--- config.mk ---
export PLATFORM = sky130hd
export DESIGN_NAME = positional_insert_remove_queue_flat
export DESIGN_NICKNAME = d
export VERILOG_FILES = /design/src/hdl/pirq_pkg.sv /design/src/hdl/pirq_if.sv /design/src/hdl/pirq_cell.sv /design/src/hdl/positional_insert_remove_queue.sv /design/src/flat_wrapper.sv
export VERILOG_INCLUDE_DIRS = /design/src /design/src/hdl
export SDC_FILE = /design/constraint.sdc
export NUM_CORES = 1
export LEC_CHECK = 0
export BUFFER_PORTS_ARGS = -buffer_cell sky130_fd_sc_hd__buf_2
export CAP_MARGIN = 30
export CELL_PAD_IN_SITES_DETAIL_PLACEMENT = 1
export CELL_PAD_IN_SITES_GLOBAL_PLACEMENT = 2
export CORE_ASPECT_RATIO = 0.5
export CORE_MARGIN = 8
export CORE_UTILIZATION = 40
export CTS_CLUSTER_DIAMETER = 150
export DETAILED_ROUTE_END_ITERATION = 10
export PLACE_DENSITY = 0.84
export SLEW_MARGIN = 20
export SYNTH_ARGS = -nofsm -noshare
export SYNTH_HDL_FRONTEND = slang
export SYNTH_HIERARCHICAL = 1
export SYNTH_SLANG_ARGS = --single-unit
--- constraint.sdc ---
create_clock -name i_clk -period 7.47 [get_ports i_clk]
set_input_delay 0.3735 -clock i_clk [delete_from_list [all_inputs] [get_ports i_clk]]
set_output_delay 0.3735 -clock i_clk [all_outputs]
set_load 0.005 [all_outputs]
--- src/hdl/positional_insert_remove_queue_defines.svh ---
// Assertion macros for the positional insert/remove queue.
// Included by the RTL file that carries concurrent checks; no dependencies.
`ifndef POSITIONAL_INSERT_REMOVE_QUEUE_DEFINES_SVH
`define POSITIONAL_INSERT_REMOVE_QUEUE_DEFINES_SVH

// Property that must hold at every clock edge outside reset
`define PIRQ_ASSERT_ALWAYS(label, clk, rst_n, expr) \
    label: assert property (@(posedge clk) disable iff (!rst_n) (expr)) \
        else $error("check failed: label");

// Same-cycle implication
`define PIRQ_ASSERT_IMPLY(label, clk, rst_n, ante, cons) \
    label: assert property (@(posedge clk) disable iff (!rst_n) (ante) |-> (cons)) \
        else $error("check failed: label");

// Next-cycle implication
`define PIRQ_ASSERT_NEXT(label, clk, rst_n, ante, cons) \
    label: assert property (@(posedge clk) disable iff (!rst_n) (ante) |=> (cons)) \
        else $error("check failed: label");

`endif

--- src/hdl/pirq_pkg.sv ---
// Shared constants, codes and types of the positional insert/remove queue.
// No dependencies; the interface, cell and top-level files import it.
`default_nettype none

package pirq_pkg;

    // Store depth and derived widths
    localparam int DEPTH  = 16;
    localparam int DATA_W = 32;
    localparam int CNT_W  = $clog2(DEPTH + 1);
    // positions run from 0 to DEPTH, as the count does
    localparam int POS_W  = $clog2(DEPTH + 1);
    // width wide enough to compare a position against the count
    localparam int CMP_W  = (CNT_W > POS_W) ? CNT_W : POS_W;

    // Request commands
    typedef enum logic [1:0] {
        CMD_PUSH   = 2'd0,
        CMD_POP    = 2'd1,
        CMD_INSERT = 2'd2,
        CMD_REMOVE = 2'd3
    } t_cmd;

    // Result status codes
    typedef enum logic [1:0] {
        ST_OK     = 2'd0,
        ST_EMPTY  = 2'd1,
        ST_FULL   = 2'd2,
        ST_BADPOS = 2'd3
    } t_status;

    // What every cell of the row does this cycle
    typedef enum logic [1:0] {
        OP_HOLD   = 2'd0,
        OP_INSERT = 2'd1,
        OP_REMOVE = 2'd2
    } t_cell_op;

    // Control broadcast along the cell row
    typedef struct packed {
        t_cell_op           op;
        logic [CMP_W-1:0]   pos;
    } t_cell_ctrl;

endpackage

`default_nettype wire

--- src/hdl/pirq_if.sv ---
// Request and result channel interfaces of the positional insert/remove queue.
// Depends on pirq_pkg for field widths.
`default_nettype none

// Request channel: command, value and position
interface pirq_cmd_if import pirq_pkg::*; ();
    logic                      valid;
    logic                      ready;
    logic [1:0]                cmd;
    logic signed [DATA_W-1:0]  data_in;
    logic [POS_W-1:0]          position;

    modport source (output valid, cmd, data_in, position, input ready);
    modport sink   (input valid, cmd, data_in, position, output ready);
endinterface

// Result channel: status, removed value, front value, empty flag, count
interface pirq_res_if import pirq_pkg::*; ();
    logic                      valid;
    logic                      ready;
    logic [1:0]                status;
    logic signed [DATA_W-1:0]  removed_value;
    logic signed [DATA_W-1:0]  front_value;
    logic                      is_empty;
    logic [CNT_W-1:0]          entry_count;

    modport source (output valid, status, removed_value, front_value, is_empty,
                    entry_count, input ready);
    modport sink   (input valid, status, removed_value, front_value, is_empty,
                    entry_count, output ready);
endinterface

`default_nettype wire

--- src/hdl/pirq_cell.sv ---
// One storage cell of the queue row: holds one entry and shifts with its neighbours.
// Depends on pirq_pkg.
`default_nettype none

module pirq_cell
    import pirq_pkg::*;
(
    input  wire logic               i_clk,
    input  wire logic [CMP_W-1:0]   i_index,    // fixed place of this cell in the row
    input  wire t_cell_ctrl         i_ctrl,
    input  wire logic [DATA_W-1:0]  i_data,     // value for an insert
    input  wire logic [DATA_W-1:0]  i_left,     // entry of the cell one place nearer the front
    input  wire logic [DATA_W-1:0]  i_right,    // entry of the cell one place nearer the tail
    output logic [DATA_W-1:0]       o_value,
    output logic [DATA_W-1:0]       o_next,
    output logic [DATA_W-1:0]       o_take      // own entry when it is the one removed
);

    logic [DATA_W-1:0] r_value;
    logic [DATA_W-1:0] n_value;

    // Next entry: cells in front of the position keep theirs
    always_comb begin
        n_value = r_value;
        case (i_ctrl.op)
            OP_INSERT: begin
                if (i_index == i_ctrl.pos) begin
                    n_value = i_data;
                end else if (i_index > i_ctrl.pos) begin
                    n_value = i_left;
                end
            end
            OP_REMOVE: begin
                if (i_index >= i_ctrl.pos) begin
                    n_value = i_right;
                end
            end
            default: begin
                n_value = r_value;
            end
        endcase
    end

    // Entry storage, payload only
    always_ff @(posedge i_clk) begin
        r_value <= n_value;
    end

    assign o_value = r_value;
    assign o_next  = n_value;
    assign o_take  = (i_index == i_ctrl.pos) ? r_value : '0;

endmodule

`default_nettype wire

--- src/hdl/positional_insert_remove_queue.sv ---
// Top level of the positional insert/remove queue: request decode, cell row, result register.
// Depends on pirq_pkg, pirq_if, pirq_cell and positional_insert_remove_queue_defines.svh.
//
//  channel  | direction | payload
//  ---------+-----------+------------------------------------------------------
//  i_cmd    | in        | cmd, data_in, position
//  o_res    | out       | status, removed_value, front_value, is_empty, entry_count
//
// One request is taken per cycle while no result is stalled; every cell of the row
// shifts in that same cycle, so a positional insert or remove takes effect at the
// edge that accepts it. The result appears in the cycle after acceptance, held in
// an output register; a new request is taken while that result is being taken.
// A stalled result holds the request channel back (ready low) until it is taken.
// Reset clears the count and the result valid; stored entries are not cleared.
`default_nettype none
`include "positional_insert_remove_queue_defines.svh"

module positional_insert_remove_queue
    import pirq_pkg::*;
(
    input  wire logic   i_clk,
    input  wire logic   i_rst_n,
    pirq_cmd_if.sink    i_cmd,
    pirq_res_if.source  o_res
);

    logic [CNT_W-1:0]   r_count;
    logic [CNT_W-1:0]   n_count;
    logic               r_out_valid;
    logic               n_out_valid;
    t_status            r_status;
    logic [DATA_W-1:0]  r_removed;
    logic [DATA_W-1:0]  r_front;
    logic [CNT_W-1:0]   r_out_count;

    logic               w_accept;
    t_cell_ctrl         w_ctrl;
    t_status            w_status;
    logic [CMP_W-1:0]   w_count_x;
    logic [CMP_W-1:0]   w_pos_x;
    logic               w_full;
    logic               w_empty;
    logic [DATA_W-1:0]  w_removed;
    logic [DATA_W-1:0]  w_front;

    logic [DATA_W-1:0]  w_value [DEPTH];
    logic [DATA_W-1:0]  w_next  [DEPTH];
    logic [DATA_W-1:0]  w_take  [DEPTH];

    // Handshake: accept while the result register is free or being emptied
    assign i_cmd.ready = !r_out_valid || o_res.ready;
    assign w_accept    = i_cmd.valid && i_cmd.ready;

    assign w_count_x = CMP_W'(r_count);
    assign w_pos_x   = CMP_W'(i_cmd.position);
    assign w_full    = (r_count == CNT_W'(DEPTH));
    assign w_empty   = (r_count == '0);

    // Request decode into a status and the row operation
    always_comb begin
        w_status   = ST_OK;
        w_ctrl.op  = OP_HOLD;
        w_ctrl.pos = w_pos_x;
        case (t_cmd'(i_cmd.cmd))
            CMD_PUSH: begin
                w_ctrl.pos = w_count_x;
                if (w_full) begin
                    w_status = ST_FULL;
                end else begin
                    w_ctrl.op = OP_INSERT;
                end
            end
            CMD_POP: begin
                w_ctrl.pos = '0;
                if (w_empty) begin
                    w_status = ST_EMPTY;
                end else begin
                    w_ctrl.op = OP_REMOVE;
                end
            end
            CMD_INSERT: begin
                if (w_pos_x > w_count_x) begin
                    w_status = ST_BADPOS;
                end else if (w_full) begin
                    w_status = ST_FULL;
                end else begin
                    w_ctrl.op = OP_INSERT;
                end
            end
            CMD_REMOVE: begin
                if (w_empty) begin
                    w_status = ST_EMPTY;
                end else if (w_pos_x >= w_count_x) begin
                    w_status = ST_BADPOS;
                end else begin
                    w_ctrl.op = OP_REMOVE;
                end
            end
            default: begin
                w_status = ST_OK;
            end
        endcase
        // nothing moves without an accepted request
        if (!w_accept) begin
            w_ctrl.op = OP_HOLD;
        end
    end

    // Row of cells; the ends see the request value and their own entry
    for (genvar g = 0; g < DEPTH; g++) begin : g_cell
        logic [DATA_W-1:0] w_left;
        logic [DATA_W-1:0] w_right;

        if (g == 0) begin : g_front
            assign w_left = i_cmd.data_in;
        end else begin : g_mid
            assign w_left = w_value[g-1];
        end
        if (g == DEPTH - 1) begin : g_tail
            assign w_right = w_value[g];
        end else begin : g_body
            assign w_right = w_value[g+1];
        end

        pirq_cell u_cell (
            .i_clk   (i_clk),
            .i_index (CMP_W'(g)),
            .i_ctrl  (w_ctrl),
            .i_data  (i_cmd.data_in),
            .i_left  (w_left),
            .i_right (w_right),
            .o_value (w_value[g]),
            .o_next  (w_next[g]),
            .o_take  (w_take[g])
        );
    end

    // Removed value gathered from the row; only the selected cell contributes
    always_comb begin
        w_removed = '0;
        for (int k = 0; k < DEPTH; k++) begin
            w_removed = w_removed | w_take[k];
        end
        if (w_ctrl.op != OP_REMOVE) begin
            w_removed = '0;
        end
    end

    // Count after the step
    always_comb begin
        case (w_ctrl.op)
            OP_INSERT: n_count = r_count + 1'b1;
            OP_REMOVE: n_count = r_count - 1'b1;
            default:   n_count = r_count;
        endcase
    end

    assign w_front     = (n_count != '0) ? w_next[0] : '0;
    assign n_out_valid = w_accept ? 1'b1 : (o_res.ready ? 1'b0 : r_out_valid);

    // Control registers
    always_ff @(posedge i_clk) begin
        if (!i_rst_n) begin
            r_count     <= '0;
            r_out_valid <= 1'b0;
        end else begin
            r_count     <= n_count;
            r_out_valid <= n_out_valid;
        end
    end

    // Result payload register
    always_ff @(posedge i_clk) begin
        if (w_accept) begin
            r_status    <= w_status;
            r_removed   <= w_removed;
            r_front     <= w_front;
            r_out_count <= n_count;
        end
    end

    assign o_res.valid         = r_out_valid;
    assign o_res.status        = r_status;
    assign o_res.removed_value = r_removed;
    assign o_res.front_value   = r_front;
    assign o_res.is_empty      = (r_out_count == '0);
    assign o_res.entry_count   = r_out_count;

    // Checks
    `PIRQ_ASSERT_ALWAYS(a_count_bound, i_clk, i_rst_n, r_count <= CNT_W'(DEPTH))
    `PIRQ_ASSERT_NEXT(a_insert_grows, i_clk, i_rst_n, w_accept && (w_ctrl.op == OP_INSERT),
        r_count == $past(r_count) + 1'b1)
    `PIRQ_ASSERT_NEXT(a_fail_keeps, i_clk, i_rst_n, w_accept && (w_status != ST_OK),
        r_count == $past(r_count))
    `PIRQ_ASSERT_IMPLY(a_fail_no_value, i_clk, i_rst_n, r_out_valid && (r_status != ST_OK),
        r_removed == '0)

endmodule

`default_nettype wire
--- src/flat_wrapper.sv ---
// flat-port wrapper written by rule: the top's interface ports become plain ports
module positional_insert_remove_queue_flat import pirq_pkg::*;
  (i_clk, i_rst_n, i_cmd_valid, i_cmd_cmd, i_cmd_data_in, i_cmd_position, i_cmd_ready, o_res_valid, o_res_status, o_res_removed_value, o_res_front_value, o_res_is_empty, o_res_entry_count, o_res_ready);
  pirq_cmd_if i_cmd_i ();
  pirq_res_if o_res_i ();
  input  wire logic i_clk;
  input  wire logic i_rst_n;
  input wire logic [$bits(i_cmd_i.valid)-1:0] i_cmd_valid;
  input wire logic [$bits(i_cmd_i.cmd)-1:0] i_cmd_cmd;
  input wire logic [$bits(i_cmd_i.data_in)-1:0] i_cmd_data_in;
  input wire logic [$bits(i_cmd_i.position)-1:0] i_cmd_position;
  output wire logic [$bits(i_cmd_i.ready)-1:0] i_cmd_ready;
  output wire logic [$bits(o_res_i.valid)-1:0] o_res_valid;
  output wire logic [$bits(o_res_i.status)-1:0] o_res_status;
  output wire logic [$bits(o_res_i.removed_value)-1:0] o_res_removed_value;
  output wire logic [$bits(o_res_i.front_value)-1:0] o_res_front_value;
  output wire logic [$bits(o_res_i.is_empty)-1:0] o_res_is_empty;
  output wire logic [$bits(o_res_i.entry_count)-1:0] o_res_entry_count;
  input wire logic [$bits(o_res_i.ready)-1:0] o_res_ready;
  assign i_cmd_i.valid = i_cmd_valid;
  assign i_cmd_i.cmd = i_cmd_cmd;
  assign i_cmd_i.data_in = i_cmd_data_in;
  assign i_cmd_i.position = i_cmd_position;
  assign i_cmd_ready = i_cmd_i.ready;
  assign o_res_valid = o_res_i.valid;
  assign o_res_status = o_res_i.status;
  assign o_res_removed_value = o_res_i.removed_value;
  assign o_res_front_value = o_res_i.front_value;
  assign o_res_is_empty = o_res_i.is_empty;
  assign o_res_entry_count = o_res_i.entry_count;
  assign o_res_i.ready = o_res_ready;
  positional_insert_remove_queue u_core (.i_clk(i_clk), .i_rst_n(i_rst_n), .i_cmd(i_cmd_i), .o_res(o_res_i));
endmodule
==> flow_metrics.py <==
metrics = {
    "yosys": {
        "synth_common_cells": "and2_1 (535), dfxtp_1 (518), a221o_1 (497)",
        "synth.area.top_cells": "dfxtp_1 (26%), a221o_1 (13%), and2_1 (8.5%)",
        "syn_inst": 4680,
        "synth_cell_types": 60,
        "synth_area_per_cell_sq_um": 8.397,
        "synth_seq_cells": 589,
        "yosysWarnings": 6,
        "synthArstFlopShare_pct": 0,
        "syn_area_sq_um": 39300,
        "synth_top_area_cell": "dfxtp_1",
        "synth-edff-count": 71,
        "yosysMostFrequentCell": "and2_1",
        "yosysTopAreaCellShare_pct": 26.39,
        "synth.yosys.seq_area_share_pct": 31.81,
        "ys.flop_type": "dfxtp_1",
    },
    "global_routing": {
        "grt_remaining_overflow": 0,
        "grt_pass1_wl_um": 269500,
        "grt_pass1_vias": 39780,
        "antenna_found_initial": 7,
        "grt_max_degree": 53,
        "grt.total_usage_pct": 31.28,
    },
    "floorplan": {
        "die_area_sq_um": 109100,
        "rows": 81,
        "initial_utilization_pct": 40.27,
        "die_x_um": 459.3,
        "dieHeight_um": 237.6,
        "io_pins": 117,
        "core-area_sq_um": 97600,
    },
    "sta": {
        "max_clock_freq_mhz": 190.8,
        "slew_viol_final": 0,
        "slew_headroom_pct": 17.21,
        "totalNegativeSetupSlack_ps": 0,
        "finalSetupViolCount": 0,
        "rsz0062_at_grt": "no",
        "period_needed_ps": 5240,
        "worst_slew_pin_slew_ps": 1231,
        "post-route-period-util_pct": 70.15,
        "hold_viol_final": 0,
        "clock_skew_ps": 33.37,
        "holdWs_ps": 195.2,
        "setup_slack_ps": 2230,
    },
    "clocking": {
        "clkLatencyLatePin_ps": 680,
        "cts_resized": 0,
        "cts_buffer_depth": 3,
        "path_clk_slew_ps": 70,
        "htree_levels": 2,
        "cts.sinks": 589,
        "post_cts_buffers": 0,
        "numCtsBuffers": 61,
        "cts_tree": "done",
        "cts_root_buffer": "clkbuf_16",
    },
    "power_and_ir_drop": {
        "ir_drop_v": 0.0001891,
        "leakagePower_uw": 0.01364,
        "swShare_pct": 30.92,
        "clkPwrFrac_pct": 42.8,
        "power_switching_uw": 2392,
        "p_int_uw": 5345,
        "power.density_nw_per_um2": 179.4,
        "p_comb_share_pct": 14.5,
        "design_power_total_uw": 7736,
        "pwr-share-seq_pct": 42.7,
    },
    "layout": {
        "final_cells": 5986,
        "nets": 4769,
        "area_delta_synth_final_pct": 9.726,
        "layout-drive-gt1-share_pct": 10.11,
    },
    "worst_setup_path": {
        "cpMostUsedCell": "inv_1",
        "rrSetupSlack_ps": 2230,
        "worstPathArrival_ps": 5620,
        "worst-setup-path-type": "reg2reg",
        "path_max_fanout": 32,
        "cpMaxStageDelayCell": "a41oi_2",
        "cp-start-kind": "flip-flop",
        "path_cells": "inv_1, ha_1, and4_1, a221o_1, and3_1, nor4_2, buf_4, inv_1, ha_1, nor2b_2, a41oi_2, a311oi_1, a221o_1, inv_1, a31oi_1",
        "r2r-end": "u_core/o_res.front_value[31]$_SDFFCE_PN0P_",
        "critPathRequiredTime_ps": 7850,
        "reg2reg_depth": 15,
        "cpLargestDelayFamily": "compound AO/OA/AOI/OAI gates",
        "crit_buf_inv": 4,
        "cp.depth": 15,
        "end_kind": "flip-flop",
        "reg2reg_from": "u_core/r_count[4]$_SDFF_PN0_",
        "crit_path_max_incr_delay_ps": 740,
    },
    "min_path": {
        "hold_start": "i_cmd_cmd[0]",
        "hold_class": "in2reg",
        "hold_end": "u_core/o_res.status[1]$_DFFE_PP_",
        "min_path_cells": 2,
    },
    "route": {
        "vias": 42100,
        "first_pass_iters": 6,
        "routed_wirelength_um": 182700,
        "post-route-drc-count": 0,
        "via_per_inst": 7.032,
        "drt_iter0_markers": 5451,
        "final_antenna_net_count": 0,
        "routedWlPerCell_um": 30.52,
    },
    "outcome": {
        "outcome": "finished clean",
    },
    "placed_design": {
        "dp_hpwl_um": 130600,
        "gp_congestion": 0.9049,
        "dp_worst_setup_slack_ps": 2280,
        "dp.cells": 5850,
        "port_buffers": 116,
    },
    "flow_run": {
        "cap_violations": 0,
    },
}
## sequential cells by signal (all words and copies together) (netlist names)
name and flops:
u_core/o_res.valid 1, u_core/o_res.removed_value 32, u_core/r_count 5, u_core/o_res.front_value 32, u_core/o_res.entry_count 5, u_core/g_cell.u_cell/o_value 512
u_core/o_res.status 2
## cell families after synthesis
family / synth area share [%]
and+or+nand+nor: 19.20
other: 0.01911
adders and majority gates: 3.903
AOI/OAI and AO/OA: 36.82
DFF: 31.81
muxes: 0.4616
xor gates and xnor gates: 0.04458
buffers and inverters: 7.740
## placed cells by master, fill, tap and decap left out, drive strengths merged, types with 71 or more instances in the layout
master / n
clkbuf: 97
buf: 251
nand2: 349
a21oi: 330
nor4: 130
o21ai: 206
a311oi: 202
o22ai: 217
conb: 80
nand3: 233
a221o: 497
dfxtp: 518
inv: 174
ha: 121
edfxtp: 71
o211ai: 296
and2: 535
## stage by stage
stage	instance area, sq um	utilization, %
6_report	43120	44.18
5_1_grt	43120	44.18
4_1_cts	42950	44.01
3_5_place_dp	40840	41.84
3_3_place_gp	40450	41.45
2_1_floorplan	39590	-
## repair_timing
| item | in CTS | in global routing |
|---|---|---|
| setup endpoints to repair | 0 | 0 |
| hold buffers | 3 | 0 |
| endpoints found under the hold margin | 4 | 0 |
## how the worst max path moves through the flow
stage	startpoint	endpoint
floorplan	u_core/r_count[4]$_SDFF_PN0_	u_core/o_res.front_value[2]$_SDFFCE_PN0P_
global placement	i_cmd_position[4]	u_core/o_res.front_value[14]$_SDFFCE_PN0P_
detailed placement	i_cmd_position[4]	u_core/o_res.front_value[31]$_SDFFCE_PN0P_
CTS	u_core/r_count[4]$_SDFF_PN0_	u_core/o_res.front_value[31]$_SDFFCE_PN0P_
global route	u_core/r_count[4]$_SDFF_PN0_	u_core/o_res.front_value[5]$_SDFFCE_PN0P_
finish	u_core/r_count[4]$_SDFF_PN0_	u_core/o_res.front_value[31]$_SDFFCE_PN0P_
## power groups by stage
stage	logic [uW]	clock network [uW]	registers [uW]
floorplan	694	0	3340
global placement	1020	0	3370
detailed placement	1050	0	3370
CTS	1060	3340	3300
global route	1180	3460	3300
finish	1120	3310	3300
## worst reg2reg max path: cells and delay by family (launching register included)
kind,cells,cell delay [ps]
and+or+nand+nor,4,1100
adders and majority gates,2,1050
DFF,1,400
AOI/OAI and AO/OA,5,1640
buffers and inverters,4,760
## metal layers
layer / GRT usage, % / up-vias / routed length (um)
met2: 45.24 / 2380 / 75450
li1: - / 18100 / -
met3: 7.579 / 286 / 21500
met4: 7.741 / 2 / 4544
met1: 46.27 / 21330 / 81220
met5: 0 / - / 13
## layout make-up
class | instances | area [sq um]
Tap cell | 1328 | 1662
Sequential cell | 589 | 12500
Antenna cell | 1 | 2.502
Fill cell | 11370 | 54470
Clock buffer | 92 | 1815
Clock inverter | 24 | 267.8
Inverter | 172 | 645.6
Timing Repair Buffer | 259 | 1848
Multi-Input combinational cell | 3521 | 24380
Note: power is estimated with default switching activity, not from simulation.
